$ cat src/rtl/fcca_pkg.sv
// shared types and constants of the cluster chain allocator
package fcca_pkg;

  localparam int KIND_W = 2;
  localparam int LEN_W  = 14;
  localparam int CL_W   = 6;
  localparam int LINK_W = 8;

  localparam logic [LINK_W-1:0] LINK_FREE = 8'h00;
  localparam logic [LINK_W-1:0] LINK_END  = 8'hFF;

  localparam logic STATUS_OK   = 1'b0;
  localparam logic STATUS_FULL = 1'b1;

  typedef enum logic [KIND_W-1:0] {
    KIND_ALLOC = 2'd0,
    KIND_FREE  = 2'd1,
    KIND_WALK  = 2'd2,
    KIND_NONE  = 2'd3
  } kind_e;

  typedef enum logic [2:0] {
    ST_IDLE,
    ST_ACNT,
    ST_ALINK,
    ST_AEND,
    ST_FREE,
    ST_WALK,
    ST_RESP
  } state_e;

  // one write and one read of the link table per cycle
  typedef struct packed {
    logic              we;
    logic [CL_W-1:0]   waddr;
    logic [LINK_W-1:0] wdata;
    logic              re;
    logic [CL_W-1:0]   raddr;
  } mem_req_t;

endpackage

$ cat src/rtl/fcca_len_unit.sv
// shared length unit: saturating subtract of one cluster's bytes
module fcca_len_unit #(
  parameter int CLUSTER_BYTES = 128
) (
  input  logic [fcca_pkg::LEN_W-1:0] rem_i,
  output logic [fcca_pkg::LEN_W-1:0] rem_o,
  output logic                       zero_o
);
  import fcca_pkg::*;

  localparam logic [LEN_W-1:0] CB = LEN_W'(CLUSTER_BYTES);

  assign rem_o  = (rem_i > CB) ? (rem_i - CB) : '0;
  assign zero_o = (rem_o == '0);

endmodule

$ cat src/rtl/fcca_link_mem.sv
// link table memory with a free map kept in flip-flops
module fcca_link_mem #(
  parameter int CLUSTERS = 64
) (
  input  logic                        clk_i,
  input  logic                        rst_ni,
  input  fcca_pkg::mem_req_t          req_i,
  output logic [CLUSTERS-1:0]         free_o,
  output logic [fcca_pkg::LINK_W-1:0] rd_link_o
);
  import fcca_pkg::*;

  localparam int IW = $clog2(CLUSTERS);

  logic [LINK_W-1:0] mem_q [CLUSTERS];
  logic [CLUSTERS-1:0] free_q;
  logic [LINK_W-1:0] rd_data_q;
  logic rd_free_q;

  // free map, all entries free after reset
  always_ff @(posedge clk_i or negedge rst_ni) begin
    if (!rst_ni) begin
      free_q    <= '1;
      rd_free_q <= 1'b1;
    end else begin
      if (req_i.we) begin
        free_q[req_i.waddr[IW-1:0]] <= (req_i.wdata == LINK_FREE);
      end
      if (req_i.re) begin
        rd_free_q <= free_q[req_i.raddr[IW-1:0]];
      end
    end
  end

  always_ff @(posedge clk_i) begin
    if (req_i.we) begin
      mem_q[req_i.waddr[IW-1:0]] <= req_i.wdata;
    end
    if (req_i.re) begin
      rd_data_q <= mem_q[req_i.raddr[IW-1:0]];
    end
  end

  assign free_o    = free_q;
  assign rd_link_o = rd_free_q ? LINK_FREE : rd_data_q;

endmodule

$ cat src/rtl/fat_cluster_chain_allocator.sv
// top level of the cluster chain allocator: sequencer, registers and output stage
// Keeps a table of CLUSTERS link entries and serves three kinds of request. Allocate
// scans the free map first-fit, one entry a cycle, counting until enough clusters are
// found (stopping early) and then scans again linking the clusters it takes, and answers
// once with the first cluster, or with status 1 and nothing changed when the table is
// too full. Free follows the chain one link a cycle through the registered table read
// port, clearing as it goes, and answers once with the start cluster. Walk emits one
// cluster per cycle while the output is not stalled, up to CLUSTERS results, the final
// one with last set. The byte length is reduced by CLUSTER_BYTES per cluster in one
// shared subtractor, so no division is needed. Kind 3 is taken and dropped. No new
// request is taken while one is at work, but a request may be taken while the last
// result still waits in the output register.
module fat_cluster_chain_allocator #(
  parameter int CLUSTERS      = 64,
  parameter int CLUSTER_BYTES = 128
) (
  input  logic                        clk_i,
  input  logic                        rst_ni,
  // request channel
  input  logic                        in_valid_i,
  output logic                        in_stall_o,
  input  logic [fcca_pkg::KIND_W-1:0] in_kind_i,
  input  logic [fcca_pkg::LEN_W-1:0]  in_byte_len_i,
  input  logic [fcca_pkg::CL_W-1:0]   in_start_cluster_i,
  // result channel
  output logic                        out_valid_o,
  input  logic                        out_stall_i,
  output logic                        out_status_o,
  output logic [fcca_pkg::CL_W-1:0]   out_cluster_o,
  output logic                        out_last_o
);
  import fcca_pkg::*;

  localparam int IW = $clog2(CLUSTERS);

  state_e state_q, state_d;

  logic [LEN_W-1:0] rem_q, rem_d, len_q, len_d;
  logic [IW-1:0]    idx_q, idx_d, prev_q, prev_d;
  logic [CL_W-1:0]  cur_q, cur_d, res_q, res_d;
  logic             res_status_q, res_status_d;
  logic             any_q, any_d;

  logic             out_valid_q, out_valid_d;
  logic             out_status_q, out_status_d;
  logic [CL_W-1:0]  out_cluster_q, out_cluster_d;
  logic             out_last_q, out_last_d;
  logic             out_load;

  mem_req_t          mem_req;
  logic [CLUSTERS-1:0] free_vec;
  logic [LINK_W-1:0] e_link;

  logic [LEN_W-1:0] rem_next;
  logic             rem_zero_next;

  logic in_acc, out_free;
  logic take, any_n, sat, last_idx;
  logic cur_ok, e_in, e_ok, free_more, walk_stop;
  logic [LEN_W-1:0] rem_sel;

  // shared length subtractor
  fcca_len_unit #(
    .CLUSTER_BYTES(CLUSTER_BYTES)
  ) u_len (
    .rem_i (rem_q),
    .rem_o (rem_next),
    .zero_o(rem_zero_next)
  );

  fcca_link_mem #(
    .CLUSTERS(CLUSTERS)
  ) u_mem (
    .clk_i    (clk_i),
    .rst_ni   (rst_ni),
    .req_i    (mem_req),
    .free_o   (free_vec),
    .rd_link_o(e_link)
  );

  // handshakes, the output register frees when empty or being taken
  assign in_stall_o = (state_q != ST_IDLE);
  assign in_acc     = in_valid_i && !in_stall_o;
  assign out_free   = !out_valid_q || !out_stall_i;

  // first-fit scan terms
  assign take     = free_vec[idx_q];
  assign any_n    = any_q || take;
  assign rem_sel  = take ? rem_next : rem_q;
  assign sat      = any_n && (rem_sel == '0);
  assign last_idx = (idx_q == IW'(CLUSTERS - 1));

  // chain following terms
  assign cur_ok    = ((CL_W + 1)'(cur_q) < (CL_W + 1)'(CLUSTERS));
  assign e_in      = (e_link < LINK_W'(CLUSTERS));
  assign e_ok      = (e_link != LINK_FREE) && (e_link != LINK_END) && e_in;
  assign free_more = cur_ok && e_ok && !last_idx;
  assign walk_stop = rem_zero_next || last_idx || !cur_ok || !e_ok;

  // next state
  always_comb begin
    state_d = state_q;
    unique case (state_q)
      ST_IDLE: begin
        if (in_acc) begin
          unique case (kind_e'(in_kind_i))
            KIND_ALLOC: state_d = ST_ACNT;
            KIND_FREE:  state_d = ST_FREE;
            KIND_WALK:  state_d = ST_WALK;
            KIND_NONE:  state_d = ST_IDLE;
          endcase
        end
      end
      ST_ACNT: begin
        if (sat) begin
          state_d = ST_ALINK;
        end else if (last_idx) begin
          state_d = ST_RESP;
        end
      end
      ST_ALINK: begin
        if (take && sat) begin
          state_d = ST_AEND;
        end
      end
      ST_AEND: state_d = ST_RESP;
      ST_FREE: begin
        if (!free_more) begin
          state_d = ST_RESP;
        end
      end
      ST_WALK: begin
        if (out_free && walk_stop) begin
          state_d = ST_IDLE;
        end
      end
      ST_RESP: begin
        if (out_free) begin
          state_d = ST_IDLE;
        end
      end
      default: state_d = ST_IDLE;
    endcase
  end

  // datapath, table access and output loads
  always_comb begin
    rem_d         = rem_q;
    len_d         = len_q;
    idx_d         = idx_q;
    prev_d        = prev_q;
    cur_d         = cur_q;
    res_d         = res_q;
    res_status_d  = res_status_q;
    any_d         = any_q;
    mem_req       = '0;
    out_load      = 1'b0;
    out_status_d  = out_status_q;
    out_cluster_d = out_cluster_q;
    out_last_d    = out_last_q;
    unique case (state_q)
      ST_IDLE: begin
        if (in_acc) begin
          rem_d         = in_byte_len_i;
          len_d         = in_byte_len_i;
          idx_d         = '0;
          any_d         = 1'b0;
          cur_d         = in_start_cluster_i;
          res_d         = in_start_cluster_i;
          res_status_d  = STATUS_OK;
          mem_req.re    = 1'b1;
          mem_req.raddr = in_start_cluster_i;
        end
      end
      ST_ACNT: begin
        // counting pass, nothing written
        any_d = any_n;
        rem_d = rem_sel;
        if (sat) begin
          rem_d = len_q;
          any_d = 1'b0;
          idx_d = '0;
        end else if (last_idx) begin
          res_status_d = STATUS_FULL;
          res_d        = '0;
        end else begin
          idx_d = idx_q + 1'b1;
        end
      end
      ST_ALINK: begin
        // linking pass, each taken cluster links from the one before
        if (take) begin
          any_d  = 1'b1;
          rem_d  = rem_next;
          prev_d = idx_q;
          if (!any_q) begin
            res_d = CL_W'(idx_q);
          end else begin
            mem_req.we    = 1'b1;
            mem_req.waddr = CL_W'(prev_q);
            mem_req.wdata = LINK_W'(idx_q);
          end
        end
        idx_d = idx_q + 1'b1;
      end
      ST_AEND: begin
        mem_req.we    = 1'b1;
        mem_req.waddr = CL_W'(prev_q);
        mem_req.wdata = LINK_END;
      end
      ST_FREE: begin
        if (cur_ok && (e_link != LINK_FREE)) begin
          mem_req.we    = 1'b1;
          mem_req.waddr = cur_q;
          mem_req.wdata = LINK_FREE;
        end
        if (free_more) begin
          cur_d         = e_link[CL_W-1:0];
          idx_d         = idx_q + 1'b1;
          mem_req.re    = 1'b1;
          mem_req.raddr = e_link[CL_W-1:0];
        end
      end
      ST_WALK: begin
        if (out_free) begin
          out_load      = 1'b1;
          out_status_d  = STATUS_OK;
          out_cluster_d = cur_q;
          out_last_d    = walk_stop;
          if (!walk_stop) begin
            cur_d         = e_link[CL_W-1:0];
            idx_d         = idx_q + 1'b1;
            rem_d         = rem_next;
            mem_req.re    = 1'b1;
            mem_req.raddr = e_link[CL_W-1:0];
          end
        end
      end
      ST_RESP: begin
        if (out_free) begin
          out_load      = 1'b1;
          out_status_d  = res_status_q;
          out_cluster_d = res_q;
          out_last_d    = 1'b1;
        end
      end
      default: begin
        mem_req = '0;
      end
    endcase
  end

  assign out_valid_d = out_load || (out_valid_q && out_stall_i);

  // control registers
  always_ff @(posedge clk_i or negedge rst_ni) begin
    if (!rst_ni) begin
      state_q     <= ST_IDLE;
      out_valid_q <= 1'b0;
      any_q       <= 1'b0;
      idx_q       <= '0;
    end else begin
      state_q     <= state_d;
      out_valid_q <= out_valid_d;
      any_q       <= any_d;
      idx_q       <= idx_d;
    end
  end

  // payload registers
  always_ff @(posedge clk_i) begin
    rem_q         <= rem_d;
    len_q         <= len_d;
    prev_q        <= prev_d;
    cur_q         <= cur_d;
    res_q         <= res_d;
    res_status_q  <= res_status_d;
    out_status_q  <= out_status_d;
    out_cluster_q <= out_cluster_d;
    out_last_q    <= out_last_d;
  end

  assign out_valid_o   = out_valid_q;
  assign out_status_o  = out_status_q;
  assign out_cluster_o = out_cluster_q;
  assign out_last_o    = out_last_q;

  // links always point upwards in the table
  a_link_ascends: assert property (@(posedge clk_i) disable iff (!rst_ni)
    (state_q == ST_ALINK && mem_req.we) |-> (prev_q < idx_q))
    else $error("allocation wrote a link that does not ascend");

  // walk requests never modify the table
  a_write_phase: assert property (@(posedge clk_i) disable iff (!rst_ni)
    mem_req.we |-> (state_q == ST_ALINK || state_q == ST_AEND || state_q == ST_FREE))
    else $error("table written outside allocate or free");

  // a full table answer is always the only transfer of its request
  a_full_last: assert property (@(posedge clk_i) disable iff (!rst_ni)
    (out_valid_q && out_status_q) |-> out_last_q)
    else $error("table full result without last");

  // a walk result without last keeps the walk going
  a_walk_cont: assert property (@(posedge clk_i) disable iff (!rst_ni)
    (state_q == ST_WALK && out_load && !out_last_d) |=> (state_q == ST_WALK))
    else $error("walk left early");

endmodule
$ cat config.mk
export PLATFORM = sky130hd
export DESIGN_NAME = fat_cluster_chain_allocator
export DESIGN_NICKNAME = d
export VERILOG_FILES = /design/src/rtl/fcca_pkg.sv /design/src/rtl/fcca_len_unit.sv /design/src/rtl/fcca_link_mem.sv /design/src/rtl/fat_cluster_chain_allocator.sv
export SDC_FILE = /design/constraint.sdc
export NUM_CORES = 1
export LEC_CHECK = 0
export BUFFER_PORTS_ARGS = -buffer_cell sky130_fd_sc_hd__buf_4
export CORE_MARGIN = 1.5
export CORE_UTILIZATION = 57
export CTS_CLUSTER_SIZE = 12
export DETAILED_ROUTE_END_ITERATION = 12
export PLACE_DENSITY = 0.81
export SYNTH_ARGS = -nofsm -noshare
export SYNTH_HDL_FRONTEND = slang
export SYNTH_HIERARCHICAL = 1
export SYNTH_SLANG_ARGS = --single-unit
export TNS_END_PERCENT = 20
$ cat constraint.sdc
create_clock -name clk_i -period 6.2 [get_ports clk_i]
set_input_delay 1.24 -clock clk_i [delete_from_list [all_inputs] [get_ports clk_i]]
set_output_delay 1.24 -clock clk_i [all_outputs]
set_load 0.03 [all_outputs]
==> flow_summary.html <==
<table>
<tr><th>Metric</th><th>Value</th></tr>
<tr><th colspan="2">Finish</th></tr>
<tr><td>Combined area of the multi-input logic cells</td><td>between 0.007 and 0.008 sq mm</td></tr>
<tr><td>Signed area change from the synthesized netlist to the final layout</td><td>12.4%</td></tr>
<tr><td>Fraction of final layout cells sized beyond drive strength 1</td><td>0.349</td></tr>
<tr><td>Most frequent cells in the layout</td><td>575 x edfxtp_1, 182 x mux4_2, 120 x buf_4, 109 x nor2_1, 83 x mux2_2</td></tr>
<tr><td>Fill cell total of the finished layout</td><td>3053</td></tr>
<tr><td>Net count, final</td><td>1607</td></tr>
<tr><td>Area taken by flip-flops and latches</td><td>0.0192 sq mm</td></tr>
<tr><td>Antenna diode instance count</td><td>0</td></tr>
<tr><td>Most common cell after layout, fill and taps aside</td><td>edfxtp_1</td></tr>
<tr><th colspan="2">Die</th></tr>
<tr><td>Core area</td><td>0.0477 sq mm</td></tr>
<tr><td>Effective utilization at floorplan</td><td>0.577</td></tr>
<tr><td>Chip Height</td><td>223 um</td></tr>
<tr><td>Horizontal die dimension</td><td>223 um</td></tr>
<tr><td>Count of standard-cell rows</td><td>80</td></tr>
<tr><td>Ports</td><td>36</td></tr>
<tr><td>Die area</td><td>0.0496 sq mm</td></tr>
<tr><th colspan="2">Routing</th></tr>
<tr><td>Wire per inst</td><td>roughly 29 um</td></tr>
<tr><td>Detailed Routing Iterations Pass 1</td><td>5</td></tr>
<tr><td>DRT Wirelength</td><td>64400 um</td></tr>
<tr><td>Post-route DRC</td><td>0</td></tr>
<tr><td>Vias after detailed routing</td><td>14900</td></tr>
<tr><td>Routed via count divided by cell count</td><td>between 6 and 7</td></tr>
<tr><td>Remaining antenna violation count</td><td>0</td></tr>
<tr><td>Iter 0 DRT Violations</td><td>~1600</td></tr>
<tr><th colspan="2">STA</th></tr>
<tr><td>Min Clock Period, post-route</td><td>roughly 5.1 ns</td></tr>
<tr><td>Slew at the pin closest to its max-slew limit</td><td>between 1 and 1.5 ns</td></tr>
<tr><td>Count of final max-slew check failures</td><td>0</td></tr>
<tr><td>Remaining max-slew budget at the tightest pin</td><td>0.128</td></tr>
<tr><td>Fmax</td><td>195 MHz</td></tr>
<tr><td>Hold Fails Final Rpt</td><td>0</td></tr>
<tr><td>Setup_tns</td><td>0 ns</td></tr>
<tr><td>Setup-violating endpoint count in the final report</td><td>0</td></tr>
<tr><td>Share of the clock period used by the worst path after layout</td><td>0.829</td></tr>
<tr><td>Skew final</td><td>0.0227 ns</td></tr>
<tr><td>Setup WS post-layout</td><td>1.06 ns</td></tr>
<tr><td>Unrepaired setup endpoints after global routing</td><td>no</td></tr>
<tr><th colspan="2">Synthesis</th></tr>
<tr><td>Mux share of post-synthesis cell area</td><td>0.197</td></tr>
<tr><td>Count of yosys warnings during synthesis</td><td>6</td></tr>
<tr><td>Post-synthesis share of cell area spent on and, or, nand and nor gates</td><td>0.0446</td></tr>
<tr><td>Share of flip-flops with an asynchronous set or reset</td><td>0.117</td></tr>
<tr><td>Post-synthesis instance area</td><td>0.0275 sq mm</td></tr>
<tr><td>Most common flop cell mapped by yosys</td><td>edfxtp_1</td></tr>
<tr><td>Number of synthesized register bits</td><td>between 600 and 700</td></tr>
<tr><td>Compound-cell area share of the yosys netlist</td><td>0.0390</td></tr>
<tr><td>Adder-cell share of the synthesized area</td><td>0.00182</td></tr>
<tr><td>Synthesized instance count</td><td>1468</td></tr>
<tr><td>Post-Syn Nets</td><td>1498</td></tr>
<tr><td>Count of different cell masters after synthesis</td><td>65</td></tr>
<tr><td>Xor and xnor fraction of the mapped netlist area</td><td>0.00159</td></tr>
<tr><td>Number of flops mapped to enable cells by yosys</td><td>~580</td></tr>
<tr><td>Post-synthesis area per instance</td><td>18.8 sq um</td></tr>
<tr><td>Largest family of logic cells by synthesized area</td><td>multiplexers</td></tr>
<tr><td>Register area share after synthesis</td><td>0.699</td></tr>
<tr><th colspan="2">Placed design</th></tr>
<tr><td># port buffers</td><td>35</td></tr>
<tr><td>Global placement routability congestion</td><td>0.920</td></tr>
<tr><td>Pre-CTS setup slack</td><td>1.04 ns</td></tr>
<tr><td>Post-DP HPWL</td><td>between 30000 and 40000 um</td></tr>
<tr><th colspan="2">Power</th></tr>
<tr><td>Power Dens Cells</td><td>between 400 and 500 mW/mm^2</td></tr>
<tr><td>Pleak</td><td>10.1 nW</td></tr>
<tr><td>Worst vdd rail ir drop</td><td>approximately 0.39 mV</td></tr>
<tr><th colspan="2">Worst setup path</th></tr>
<tr><td>Cell with the largest stage delay on the worst path</td><td>dfrtp_1</td></tr>
<tr><td>Kind of start point of the critical path</td><td>flop</td></tr>
<tr><td>Required time of the critical path</td><td>6.73 ns</td></tr>
<tr><td>Critical path endpoint category</td><td>flop</td></tr>
<tr><td>Worst flop-to-flop path startpoint</td><td>idx_q[0]</td></tr>
<tr><td>Slowest Stage Delay on Critical Path</td><td>roughly 1.1 ns</td></tr>
<tr><td>Crit Path Class</td><td>flop to flop</td></tr>
<tr><td>Worst reg2reg setup slack</td><td>1.06 ns</td></tr>
<tr><td>FF-to-FF path depth</td><td>11</td></tr>
<tr><td>Crit path cell chain</td><td>mux4_2, a221oi_1, o21ai_1, a32oi_2, inv_2, a21oi_1, nor2_1, a22o_1, or3b_2, nor2_1, mux2_2</td></tr>
<tr><td>Most used cell, CP</td><td>nor2_1</td></tr>
<tr><td>Worst Path Arrival</td><td>5.67 ns</td></tr>
<tr><td>Kind of cell adding the most delay to the critical path</td><td>simple AND/OR/NAND/NOR gates</td></tr>
<tr><td>Buffers &amp; Inverters on Critical Path</td><td>1</td></tr>
<tr><td>Peak fanout along the critical path</td><td>20</td></tr>
<tr><td>Worst flop-to-flop path endpoint</td><td>u_mem/free_o[15]</td></tr>
<tr><th colspan="2">Clock network</th></tr>
<tr><td>Clock tree from TritonCTS</td><td>done</td></tr>
<tr><td>Clk sinks</td><td>651</td></tr>
<tr><td>Count of instances resized after the clock tree is built</td><td>0</td></tr>
<tr><td>Buffer type at the clock tree root</td><td>clkbuf_16</td></tr>
<tr><td>Hold-fix buffers, CTS</td><td>0</td></tr>
<tr><td>Latest clock arrival within the worst-skew pair</td><td>0.61 ns</td></tr>
<tr><td>Number of buffers added for setup after CTS</td><td>0</td></tr>
<tr><td>Number of clock buffers inserted by TritonCTS</td><td>68</td></tr>
<tr><td>CTS HTree Levels</td><td>3</td></tr>
<tr><td>Clock transition time at the flip-flop clock pins of the worst setup and hold paths</td><td>0.06 ns</td></tr>
<tr><td>Buffer depth of the longest clock path</td><td>3</td></tr>
<tr><th colspan="2">Global route</th></tr>
<tr><td>Antenna violations before repair</td><td>0</td></tr>
<tr><td>Wire length of the first global-routing pass</td><td>97100 um</td></tr>
<tr><td>Maximum number of pins on one net before global-route repair</td><td>77</td></tr>
<tr><td>Vias in the first global route</td><td>15300</td></tr>
<tr><td>Tot GR Track Use</td><td>0.268</td></tr>
<tr><td>Grt ovf</td><td>0</td></tr>
<tr><th colspan="2">Min path</th></tr>
<tr><td>Endpoint of the worst hold path</td><td>rem_q[3]</td></tr>
<tr><td>Hold Path Cell Cnt</td><td>2</td></tr>
<tr><td>HP Start</td><td>len_q[3]</td></tr>
<tr><td>Worst min-delay path category</td><td>flop to flop</td></tr>
<tr><th colspan="2">Run</th></tr>
<tr><td>Total of max-cap violations</td><td>0</td></tr>
<tr><th colspan="2">Status</th></tr>
<tr><td>Status</td><td>finished, final reports clean</td></tr>
</table>
[layer usage]
metal	global-route usage	wire length [um]
met5	0	0
met2	0.441	32300
met3	0.0504	5210
met4	0.0937	2250
met1	0.362	24700
[worst max path at each step]
stage,cells past startpoint,endpoint,startpoint
5_1_grt,12,u_mem/rd_data_q[4],idx_q[0]
3_3_place_gp,12,u_mem/rd_data_q[4],idx_q[0]
6_report,11,u_mem/free_o[15],idx_q[0]
2_1_floorplan,9,u_mem/free_o[10],state_q[1]
4_1_cts,12,u_mem/rd_data_q[4],idx_q[0]
3_5_place_dp,11,u_mem/free_o[15],idx_q[0]
[final cells by class]
cell class / count / share of cell area
Timing Repair Buffer: 123 / 0.0310
Clock inverter: 18 / 0.00610
Clock buffer: 100 / 0.0605
Sequential cell: 651 / 0.622
Multi-Input combinational cell: 720 / 0.254
Inverter: 13 / 0.00158
Tap cell: 615 / 0.0249
[cells by family after synthesis]
logic type	Yosys count
AND/OR/NAND/NOR	254
multiplexers	303
flip-flops	651
AO/OA/AOI/OAI	154
adder cells (fa/ha/maj)	4
XOR/XNOR	5
buffers and inverters	97
[per-stage QoR]
step	utilization	hold slack (ns)	instances	total power [W]	instance area [sq um]
after floorplan	-	0.420	1468	0.00796	27500
after global placement	0.605	0.518	2122	0.00877	28900
after detailed placement	0.605	0.532	2122	0.00887	28900
after CTS	0.648	0.546	2240	0.0127	31000
after global routing	0.648	0.572	2240	0.0131	31000
final	0.648	0.544	2240	0.0126	31000
[where the power goes]
| group | leakage (nW) | switching (W) | internal (W) |
|---|---|---|---|
| Sequential | 6.10 | 0.000293 | 0.00533 |
| Combinational | 3.02 | 0.00192 | 0.00131 |
| Clock | 0.990 | 0.00164 | 0.00215 |
[flip-flops by register name, summed over array words and instances, names as in the netlist, 3 cells and up]
signal	flops
prev_q	6
res_q	6
rem_q	14
u_mem/rd_data_q	8
idx_q	6
u_mem/mem_q	512
cur_q	6
out_cluster_o	6
u_mem/free_o	64
state_q	3
len_q	14
[tightest hold or removal path, stage by stage, from the launching register on]
cell and delay, ns:
edfxtp_1 0.32, a21oi_1 0.06, o21ai_1 0.06
[cells in the mapped netlist (4+ instances only)]
| cell type | number | area share |
|---|---|---|
| o22ai_1 | 14 | 0.0032 |
| a22oi_1 | 11 | 0.0030 |
| nor3_1 | 7 | 0.0013 |
| nand2b_1 | 8 | 0.0018 |
| xnor2_1 | 4 | 0.0013 |
| a21oi_1 | 33 | 0.0060 |
| inv_1 | 12 | 0.0016 |
| mux2i_1 | 37 | 0.013 |
| buf_1 | 7 | 0.00095 |
| buf_6 | 10 | 0.0041 |
| ha_1 | 4 | 0.0018 |
| nor2b_1 | 32 | 0.0073 |
| nand3b_1 | 5 | 0.0014 |
| dfrtp_1 | 11 | 0.010 |
| or2_2 | 4 | 0.00091 |
| nand3_1 | 15 | 0.0027 |
| o21ai_0 | 14 | 0.0025 |
| a31oi_1 | 5 | 0.0011 |
| mux4_2 | 182 | 0.15 |
| o21ai_1 | 17 | 0.0031 |
| nand2_1 | 35 | 0.0048 |
| nor4_1 | 8 | 0.0018 |
| and2_1 | 7 | 0.0016 |
| edfxtp_1 | 575 | 0.63 |
| clkbuf_1 | 42 | 0.0057 |
| a22o_1 | 28 | 0.0089 |
| mux2_2 | 83 | 0.034 |
| buf_2 | 24 | 0.0044 |
| nor2_1 | 112 | 0.015 |
| dfstp_2 | 65 | 0.062 |
| o21a_1 | 6 | 0.0016 |
Note: power is estimated with default switching activity, not from simulation.
